==> src/rtl/cca_pkg.sv <==
// calendar clock advance: shared constants and the month-length lookup
// no dependencies; used by calendar_clock_advance_top
`default_nettype none

package cca_pkg;

    localparam int FRACTION_BITS = 16;
    localparam int INC_W         = 32;
    localparam int SEC_W         = 22;
    localparam int WHOLE_W       = INC_W + 1 - FRACTION_BITS;
    localparam int OUT_W         = 64;

    // reciprocal constants for division of the whole seconds by 60 and 3600
    localparam logic [15:0] RECIP_60    = 16'd34953;
    localparam int          SHIFT_60    = 21;
    localparam logic [16:0] RECIP_3600  = 17'd74566;
    localparam int          SHIFT_3600  = 28;

    localparam logic [15:0] YEAR_MAX    = 16'hFFFF;
    localparam logic [8:0]  CYCLE_LAST  = 9'd399;

    localparam logic [15:0] RST_YEAR    = 16'd1;
    localparam logic [3:0]  RST_MONTH   = 4'd1;
    localparam logic [4:0]  RST_DAY     = 5'd1;
    localparam logic [4:0]  RST_HOUR    = 5'd6;
    localparam logic [5:0]  RST_MINUTE  = 6'd0;

    localparam logic [3:0] MON_FEB = 4'd2;
    localparam logic [3:0] MON_MAR = 4'd3;
    localparam logic [3:0] MON_APR = 4'd4;
    localparam logic [3:0] MON_MAY = 4'd5;
    localparam logic [3:0] MON_JUN = 4'd6;
    localparam logic [3:0] MON_JUL = 4'd7;
    localparam logic [3:0] MON_AUG = 4'd8;
    localparam logic [3:0] MON_SEP = 4'd9;
    localparam logic [3:0] MON_OCT = 4'd10;
    localparam logic [3:0] MON_NOV = 4'd11;
    localparam logic [3:0] MON_DEC = 4'd12;

    // days in a month; anything outside 1..12 reads as january
    function automatic logic [4:0] month_length(input logic [3:0] month, input logic leap);
        logic [4:0] len;
        len = 5'd31;
        unique case (month)
            MON_FEB: len = leap ? 5'd29 : 5'd28;
            MON_APR, MON_JUN, MON_SEP, MON_NOV: len = 5'd30;
            MON_MAR, MON_MAY, MON_JUL, MON_AUG, MON_OCT, MON_DEC: len = 5'd31;
            default: len = 5'd31;
        endcase
        return len;
    endfunction

endpackage

`default_nettype wire

==> src/rtl/calendar_clock_advance_top.sv <==
// calendar clock advance: input register, carry logic and result register
// depends on cca_pkg for constants and the month-length lookup
// a result word is loaded from the input register once the result register is free
// one word per cycle while the output is not stalled; the date and time carry
// chain is combinational between the input register and the result register
// both registers are parted by their own valid bits, so one input word is taken while a
// result waits; reset is synchronous, active low, and sets year 1, january 1, 06:00
`default_nettype none

module calendar_clock_advance_top (
    input  wire         i_clk,
    input  wire         i_rst_n,
    input  wire         i_s_tvalid,
    output logic        o_s_tready,
    input  wire  [31:0] i_s_tdata,   // seconds_increment
    output logic        o_m_tvalid,
    input  wire         i_m_tready,
    // year_now, month_now, day_now, hour_now, minute_now, second_now,
    // year_wrapped, zero pad
    output logic [63:0] o_m_tdata
);

    localparam int FB = cca_pkg::FRACTION_BITS;

    logic                        r_in_valid;
    logic [cca_pkg::INC_W-1:0]   r_inc;
    logic                        r_out_valid;
    logic [cca_pkg::OUT_W-1:0]   r_out;

    logic [15:0]               r_year;
    logic [8:0]                r_year_mod400;
    logic [3:0]                r_month;
    logic [4:0]                r_day;
    logic [4:0]                r_hour;
    logic [5:0]                r_minute;
    logic [cca_pkg::SEC_W-1:0] r_second;

    logic advance;

    logic [cca_pkg::INC_W:0]     sum;
    logic [cca_pkg::WHOLE_W-1:0] whole;
    logic [32:0]                 p60;
    logic [33:0]                 p3600;
    logic [10:0]                 q60;
    logic [4:0]                  q3600;
    logic [10:0]                 min_part;
    logic [16:0]                 sec_part;
    logic [6:0]                  min_sum;
    logic                        carry_hour;
    logic [5:0]                  hour_sum;
    logic                        carry_day;
    logic                        leap;
    logic [4:0]                  lim;

    logic [15:0]               n_year;
    logic [8:0]                n_year_mod400;
    logic [3:0]                n_month;
    logic [4:0]                n_day;
    logic [4:0]                n_hour;
    logic [5:0]                n_minute;
    logic [cca_pkg::SEC_W-1:0] n_second;
    logic                      n_wrapped;

    assign advance    = r_in_valid && (!r_out_valid || i_m_tready);
    assign o_s_tready = !r_in_valid || advance;
    assign o_m_tvalid = r_out_valid;
    assign o_m_tdata  = r_out;

    always_comb begin
        sum   = {1'b0, r_inc} + {{(cca_pkg::INC_W + 1 - cca_pkg::SEC_W){1'b0}}, r_second};
        whole = sum[cca_pkg::INC_W:FB];

        p60   = 33'(whole) * 33'(cca_pkg::RECIP_60);
        p3600 = 34'(whole) * 34'(cca_pkg::RECIP_3600);
        q60   = p60[cca_pkg::SHIFT_60 + 10:cca_pkg::SHIFT_60];
        q3600 = p3600[cca_pkg::SHIFT_3600 + 4:cca_pkg::SHIFT_3600];

        // whole minutes beyond the whole hours, and seconds beyond the minutes
        min_part = q60 - 11'(q3600) * 11'd60;
        sec_part = whole - 17'(q60) * 17'd60;

        n_second = {sec_part[cca_pkg::SEC_W-FB-1:0], sum[FB-1:0]};

        min_sum    = {1'b0, r_minute} + {1'b0, min_part[5:0]};
        carry_hour = (min_sum >= 7'd60);
        n_minute   = carry_hour ? 6'(min_sum - 7'd60) : min_sum[5:0];

        hour_sum  = {1'b0, r_hour} + {1'b0, q3600} + {5'd0, carry_hour};
        carry_day = (hour_sum >= 6'd24);
        n_hour    = carry_day ? 5'(hour_sum - 6'd24) : hour_sum[4:0];

        leap = (r_year[1:0] == 2'd0) &&
               !(r_year_mod400 == 9'd100 || r_year_mod400 == 9'd200 ||
                 r_year_mod400 == 9'd300);
        lim  = cca_pkg::month_length(r_month, leap);

        n_day         = r_day;
        n_month       = r_month;
        n_year        = r_year;
        n_year_mod400 = r_year_mod400;
        n_wrapped     = 1'b0;
        if (carry_day) begin
            if (r_day >= lim) begin
                n_day = 5'd1;
                if (r_month >= cca_pkg::MON_DEC) begin
                    n_month = 4'd1;
                    if (r_year == cca_pkg::YEAR_MAX) begin
                        n_year        = cca_pkg::RST_YEAR;
                        n_year_mod400 = 9'd1;
                        n_wrapped     = 1'b1;
                    end else begin
                        n_year        = r_year + 16'd1;
                        n_year_mod400 = (r_year_mod400 == cca_pkg::CYCLE_LAST) ? 9'd0
                                        : r_year_mod400 + 9'd1;
                    end
                end else begin
                    n_month = r_month + 4'd1;
                end
            end else begin
                n_day = r_day + 5'd1;
            end
        end
    end

    always_ff @(posedge i_clk) begin
        if (!i_rst_n) begin
            r_in_valid    <= 1'b0;
            r_out_valid   <= 1'b0;
            r_year        <= cca_pkg::RST_YEAR;
            r_year_mod400 <= 9'd1;
            r_month       <= cca_pkg::RST_MONTH;
            r_day         <= cca_pkg::RST_DAY;
            r_hour        <= cca_pkg::RST_HOUR;
            r_minute      <= cca_pkg::RST_MINUTE;
            r_second      <= '0;
        end else begin
            if (o_s_tready) begin
                r_in_valid <= i_s_tvalid;
            end
            if (advance) begin
                r_out_valid   <= 1'b1;
                r_year        <= n_year;
                r_year_mod400 <= n_year_mod400;
                r_month       <= n_month;
                r_day         <= n_day;
                r_hour        <= n_hour;
                r_minute      <= n_minute;
                r_second      <= n_second;
            end else if (i_m_tready) begin
                r_out_valid <= 1'b0;
            end
        end
    end

    always_ff @(posedge i_clk) begin
        if (o_s_tready && i_s_tvalid) begin
            r_inc <= i_s_tdata;
        end
        if (advance) begin
            r_out <= {5'd0, n_wrapped, n_second, n_minute, n_hour, n_day, n_month, n_year};
        end
    end

    a_minute_range: assert property (@(posedge i_clk) disable iff (!i_rst_n)
        r_minute < 6'd60)
        else $error("minute out of range");

    a_hour_range: assert property (@(posedge i_clk) disable iff (!i_rst_n)
        r_hour < 5'd24)
        else $error("hour out of range");

    a_day_in_month: assert property (@(posedge i_clk) disable iff (!i_rst_n)
        r_day >= 5'd1 && r_day <= lim && r_month >= 4'd1 && r_month <= cca_pkg::MON_DEC)
        else $error("date outside the calendar");

    a_wrap_to_one: assert property (@(posedge i_clk) disable iff (!i_rst_n)
        advance && n_wrapped |=> r_year == cca_pkg::RST_YEAR && r_month == 4'd1)
        else $error("year wrap did not land on january of year 1");

    a_result_follows_input: assert property (@(posedge i_clk) disable iff (!i_rst_n)
        advance |=> r_out_valid && r_out[15:0] == r_year)
        else $error("result word does not match the updated year");

endmodule

`default_nettype wire
==> config.mk <==
export PLATFORM = sky130hd
export DESIGN_NAME = calendar_clock_advance_top
export DESIGN_NICKNAME = d
export VERILOG_FILES = /design/src/rtl/cca_pkg.sv /design/src/rtl/calendar_clock_advance_top.sv
export SDC_FILE = /design/constraint.sdc
export NUM_CORES = 1
export LEC_CHECK = 0
export BUFFER_PORTS_ARGS = -buffer_cell sky130_fd_sc_hd__buf_2
export CORE_MARGIN = 1
export CORE_UTILIZATION = 50
export CTS_BUF_LIST = sky130_fd_sc_hd__clkbuf_16
export DETAILED_ROUTE_END_ITERATION = 10
export PLACE_DENSITY = 0.71
export SYNTH_ARGS = -nofsm -noshare
export SYNTH_HDL_FRONTEND = slang
export SYNTH_SLANG_ARGS = --single-unit
==> constraint.sdc <==
create_clock -name i_clk -period 24.9 [get_ports i_clk]
set_input_delay 6.225 -clock i_clk [delete_from_list [all_inputs] [get_ports i_clk]]
set_output_delay 6.225 -clock i_clk [all_outputs]
set_load 0.01 [all_outputs]
==> qor.txt, run 1 <==
First-pass GRT wire length: 47900 µm
WL final: 29000 µm
Compound-Gate Fraction of Synth Area: 11.2%
Mean routed wirelength per cell: 15.4 µm
Layout cell share with drive strength beyond 1: 11.0%
Crit Path Category: register to register
Filler cells: 2387
CP Depth: 50
Clk_lat worst skew: 420 ps
Max incr delay on CP: 830 ps
Number of global-route vias before repair: 10000
Area leader, netlist: ha_1
FP Rows: 60
Nature of the critical path startpoint: register
Final setup fails: 0
Clock Root Buffer: clkbuf_16
Flop and latch count out of synthesis: 160
Worst slew pin tran: 1060 ps
Largest family of logic cells by synthesized area: adder cells
Cell area after synthesis: 14000 µm²
WP buf/inv: 4
Clock-pin slew on the worst setup and hold paths: 60 ps
Most Frequent Cell on Critical Path: ha_1
H-tree levels: 4
Fmax: 0.0671 GHz
Critical path launch point: r_second[0]
Initial drt markers: 754
Worst r2r path cells: 50
Post-CTS setup buffers: 0
CTS tree: done
Die ar.: 28600 µm²
Residual DRC: 0
Synth cell types: 75
Asr flop ratio synth: 0%
Initial antenna violation count: 0
Synth area leaders: ha_1 (23%), edfxtp_1 (20%), fa_1 (12%), dfxtp_1 (9.9%), inv_1 (4.5%)
Pin count of the biggest net entering global routing: 78
RSZ-0062 raised after global routing: no
Via count: 10100
CP max stage cell: xnor2_1
Final setup TNS: 0 ps
FF-to-FF setup slack: 9990 ps
Seq/Total Area, Yosys: 29.4%
Area growth syn-to-layout: 11.1%
Worst-path fanout max: 21
Ys Warns: 0
Simple-gate share of the synthesized area: 11.3%
Outcome: finished, final reports clean
Cts hold-fix bufs: 0
Core box area: 27200 µm²
Max_cap viols: 0
Crit path required time: 25060 ps
Detailed placer's ending HPWL: 22600 µm
Final worst path period need: 14910 ps
GRT Overall Usage: 21.0%
Count of final max-slew check failures: 0
Die width: 169 µm
Fin nets: 1867
Critical path capture point type: register
Clk_skew: 11.5 ps
Starting Density: 51.5%
I/O pin count: 102
Placed insts: 1845
Via/cell ratio: 5.37
Fin crit share: 59.9%
Post-synthesis mux area share: 0.680%
Hold Path Class: register to register
Max-slew headroom: 28.3%
Die Ht: 169 µm
# port buffers: 96
ANT cells: 0
Synth top cells by count: ha_1 (256), inv_1 (166), nand2_1 (105), edfxtp_1 (91), nor2_1 (87)
Final Hold Violating Endpoints: 0
HP Start: r_second[12]
First drt pass iteration count: 5
Post-synth EDFFs: 91
CTS Sinks: 160
Delay-heaviest family, CP: compound AO/OA/AOI/OAI gates
Num CTS Buffers: 17
CP arrival: 15070 ps
Final Non-Filler Cells: 1877
Post-synthesis xor/xnor area fraction: 6.74%
Most numerous cell in the Yosys netlist: ha_1
Ys flop type: edfxtp_1
Final ANT Viol Nets: 0
Post-synthesis cell count: 1397
Post-Synth Adder-Cell Area: 34.9%
Post-CTS sizing: 0
Syn avg cell area: 10.0 µm²
Placer Congestion: 0.908
Min-Delay Path Depth: 2
Maximum root-to-sink buffer count: 2
Reg-to-Reg Start: r_second[0]
Post-synth top area share: 22.9%
Grt ovf: 0
[state kept, by name, summed over array words and instances (netlist names)]
name,cells
o_m_tdata,59
r_inc,32
r_second,22
r_year,16
r_year_mod400,9
r_minute,6
r_day,5
r_hour,5
r_month,4
o_m_tvalid,1
r_in_valid,1
[metrics by stage]
step | worst slack, ps | util (%) | cell area (µm²) | hold slack [ps]
floorplan | 12150 | - | 14000 | 440
global route | 8910 | 57.1 | 15500 | 476
CTS | 10120 | 57.1 | 15500 | 459
global placement | 10510 | 54.8 | 14900 | 446
detailed placement | 10140 | 54.8 | 14900 | 451
finish | 9990 | 57.1 | 15500 | 458
[final timing paths]
check	endpoint
max	o_m_tdata[15]
min	r_second[12]
max reg2reg	o_m_tdata[15]
min reg2reg	r_second[12]
[placed cells by master (no fill, tap or decap), types with 24 or more instances in the layout]
master / count
ha_1: 256
inv_1: 168
nand2_1: 105
buf_2: 96
edfxtp_1: 91
nor2_1: 87
fa_1: 83
a21oi_1: 80
dfxtp_1: 69
xnor2_1: 66
o21ai_0: 43
xor2_1: 39
nand3_1: 28
a21o_1: 24
[worst min-delay path, stage by stage, from the launching register on]
cell and delay, ps:
dfxtp_1 310, nand2_1 50, a21oi_1 50
[kinds of logic (layout without fill, tap and decap cells)]
| family | Yosys count | count (layout) |
|---|---|---|
| xor+xnor | 106 | 106 |
| compound gates | 241 | 241 |
| buf+inv | 207 | 311 |
| flops | 160 | 160 |
| other cells | 1 | 5 |
| simple gates | 333 | 333 |
| fa+ha+maj | 340 | 340 |
| mux | 9 | 9 |
[final cells by class]
class | instances | area (µm²) | share of cell area [%]
multi-input cells | 1034 | 9080 | 58.5
clock buffers | 17 | 425 | 2.74
repair buffers | 112 | 601 | 3.87
flip-flops and latches | 160 | 4110 | 26.5
well taps | 372 | 465 | 3.00
inverters | 167 | 629 | 4.05
clock inverters | 15 | 215 | 1.39
[layer usage]
layer / vias up / GRT usage [%] / routed length, µm
met5: - / 0 / 0
met3: 40 / 2.80 / 938
met4: 0 / 6.85 / 707
met2: 211 / 35.5 / 13700
met1: 4797 / 27.8 / 13600
li1: 5035 / - / -
Power of run 1 is left out: the tool's default activity adds up to more than one toggle a clock period on the data nets, which glitch-free logic cannot reach.
==> run 2, diff against run 1 <==
- PLACE_DENSITY: 0.71 -> 0.74
- clock period: 24.9 -> 13.5 ns (I/O delays scaled with it)
==> run 2 against run 1 <==
Compared with the run above: setup slack got worse by 9300 ps; via count increased by 1.9%; cell area increased by 0.76%; non-clock buffer count increased by 13; wire length increased by 2.2%; first-iteration DRC count decreased by 0.80%; critical path depth increased by 1; hold slack got worse by 2.6 ps; flip-flop and latch count unchanged; sequential share of layout area decreased by 0.20 points; count of clock-buffer cells in the layout unchanged; utilization increased by 0.43 points; highest routed layer unchanged.
==> qor.txt, run 2 (synthesized netlist as in run 1, its figures left out) <==
Outcome: finished, final reports clean (unchanged)
Clock Root Buffer: clkbuf_16 (unchanged)
Total length of routed met2 wires: 14400 µm (was 13700 µm)
Routed length on met1: 13400 µm (was 13600 µm)
Worst slew pin tran: 963 ps (was 1060 ps)
Final setup fails: 0 (unchanged)
Clk_skew: 11.6 ps (was 11.5 ps)
Delay-heaviest family, CP: adder cells (was compound AO/OA/AOI/OAI gates)
Nature of the critical path startpoint: register (unchanged)
Core box area: 27200 µm² (unchanged)
Final worst path period need: 12790 ps (was 14910 ps)
Residual DRC: 0 (unchanged)
H-tree levels: 4 (unchanged)
Final Hold Violating Endpoints: 0 (unchanged)
Via/cell ratio: 5.44 (was 5.37)
WP buf/inv: 4 (unchanged)
Max-slew headroom: 35.1% (was 28.3%)
Max reg flops: 59 (unchanged)
Pin count of the biggest net entering global routing: 81 (was 78)
FF-to-FF setup slack: 710 ps (was 9990 ps)
Fin nets: 1880 (was 1867)
WHS: 456 ps (was 458 ps)
Detailed placer's ending HPWL: 23300 µm (was 22600 µm)
Most common cell after layout, fill and taps aside: ha_1 (unchanged)
FP Rows: 60 (unchanged)
Most Frequent Cell on Critical Path: ha_1 (unchanged)
Fin crit share: 94.8% (was 59.9%)
# port buffers: 96 (unchanged)
Count of final max-slew check failures: 0 (unchanged)
Post-place setup slack: -225 ps (was 10140 ps)
Maximum root-to-sink buffer count: 2 (unchanged)
Die width: 169 µm (unchanged)
First-pass GRT wire length: 49500 µm (was 47900 µm)
CP Depth: 51 (was 50)
Placed inst area: 14900 µm² (about the same)
Fmax: 0.0782 GHz (was 0.0671 GHz)
Design Area, Final: 15600 µm² (was 15500 µm²)
Die Ht: 169 µm (unchanged)
RSZ-0062 raised after global routing: yes (was no)
CTS Sinks: 160 (unchanged)
CTS tree: done (unchanged)
Initial drt markers: 748 (was 754)
Max incr delay on CP: 550 ps (was 830 ps)
Setup WS post-layout: 706 ps (was 9990 ps)
CP arrival: 13150 ps (was 15070 ps)
Hold Path Class: register to register (unchanged)
GRT Overall Usage: 21.5% (was 21.0%)
Final ANT Viol Nets: 0 (unchanged)
Most frequent cells in the layout: ha_1 (256), inv_1 (169), nand2_1 (104) (was ha_1 (256), inv_1 (168), nand2_1 (105))
Initial antenna violation count: 0 (unchanged)
Layout cell share with drive strength beyond 1: 12.6% (was 11.0%)
Clk_lat worst skew: 430 ps (was 420 ps)
Worst r2r path cells: 51 (was 50)
CP max stage cell: fa_1 (was xnor2_1)
Clock-pin slew on the worst setup and hold paths: 60 ps (about the same)
Max Used Layer: met4 (unchanged)
Area growth syn-to-layout: 11.9% (was 11.1%)
Filler cells: 2308 (was 2387)
Placer Congestion: 0.992 (was 0.908)
ANT cells: 0 (unchanged)
Die ar.: 28600 µm² (unchanged)
Critical path capture point type: register (unchanged)
Met3 Routed Length: 1280 µm (was 938 µm)
Worst-path fanout max: 9 (was 21)
First drt pass iteration count: 5 (unchanged)
Max_cap viols: 0 (unchanged)
Min-Delay Path Depth: 2 (unchanged)
Crit path required time: 13860 ps (was 25060 ps)
Via count: 10300 (was 10100)
Number of global-route vias before repair: 10300 (was 10000)
WL final: 29600 µm (was 29000 µm)
Starting Density: 51.5% (unchanged)
Mean routed wirelength per cell: 15.7 µm (was 15.4 µm)
Crit Path Category: register to register (unchanged)
Num CTS Buffers: 17 (unchanged)
Grt ovf: 0 (unchanged)
I/O pin count: 102 (unchanged)
run 2: path summary, 6_finish.rpt:
kind / endpoint / start
max: r_year[10] / r_inc[0]
min: r_second[19] / r_second[19]
min reg2reg: r_second[19] / r_second[19]
max reg2reg: r_year[10] / r_inc[0]
run 2: area by class of cell:
| class | instances | area [µm²] | share of cell area (%) |
|---|---|---|---|
| clock buffers | 17 | 425 | 2.72 |
| flip-flops and latches | 160 | 4110 | 26.3 |
| clock inverters | 15 | 154 | 0.984 |
| repair buffers | 125 | 698 | 4.46 |
| well taps | 372 | 465 | 2.97 |
| inverters | 167 | 629 | 4.02 |
| multi-input cells | 1034 | 9160 | 58.5 |
run 2: what timing repair did:
| action | CTS | global route |
|---|---|---|
| resized for setup | 6 | 15 |
| setup endpoints to repair | 29 | 62 |
| hold buffers | 0 | 0 |
| setup buffers | 1 | 4 |
| pin swaps | 1 | 7 |
run 2: worst reg2reg max path: cells and delay by family, from the launching register on:
family,cells,cell delay (ps)
xor+xnor,7,1370
buf+inv,4,240
compound gates,19,4400
simple gates,7,1250
fa+ha+maj,14,5110
flops,1,370
run 2: routing by layer:
metal	track usage (%)	vias to the layer above
met4	5.72	0
met1	28.1	4908
met2	37.3	268
li1	-	5057
met5	0	-
met3	3.08	46
run 2: through the flow:
stage	utilization [%]	std cells	setup TNS, ps
after floorplan	-	1401	0
after global placement	55.0	1853	0
after detailed placement	55.0	1853	-2050
after CTS	57.3	1886	0
after global routing	57.6	1890	-92.9
final	57.6	1890	0
Power of run 2 is left out for the same reason.
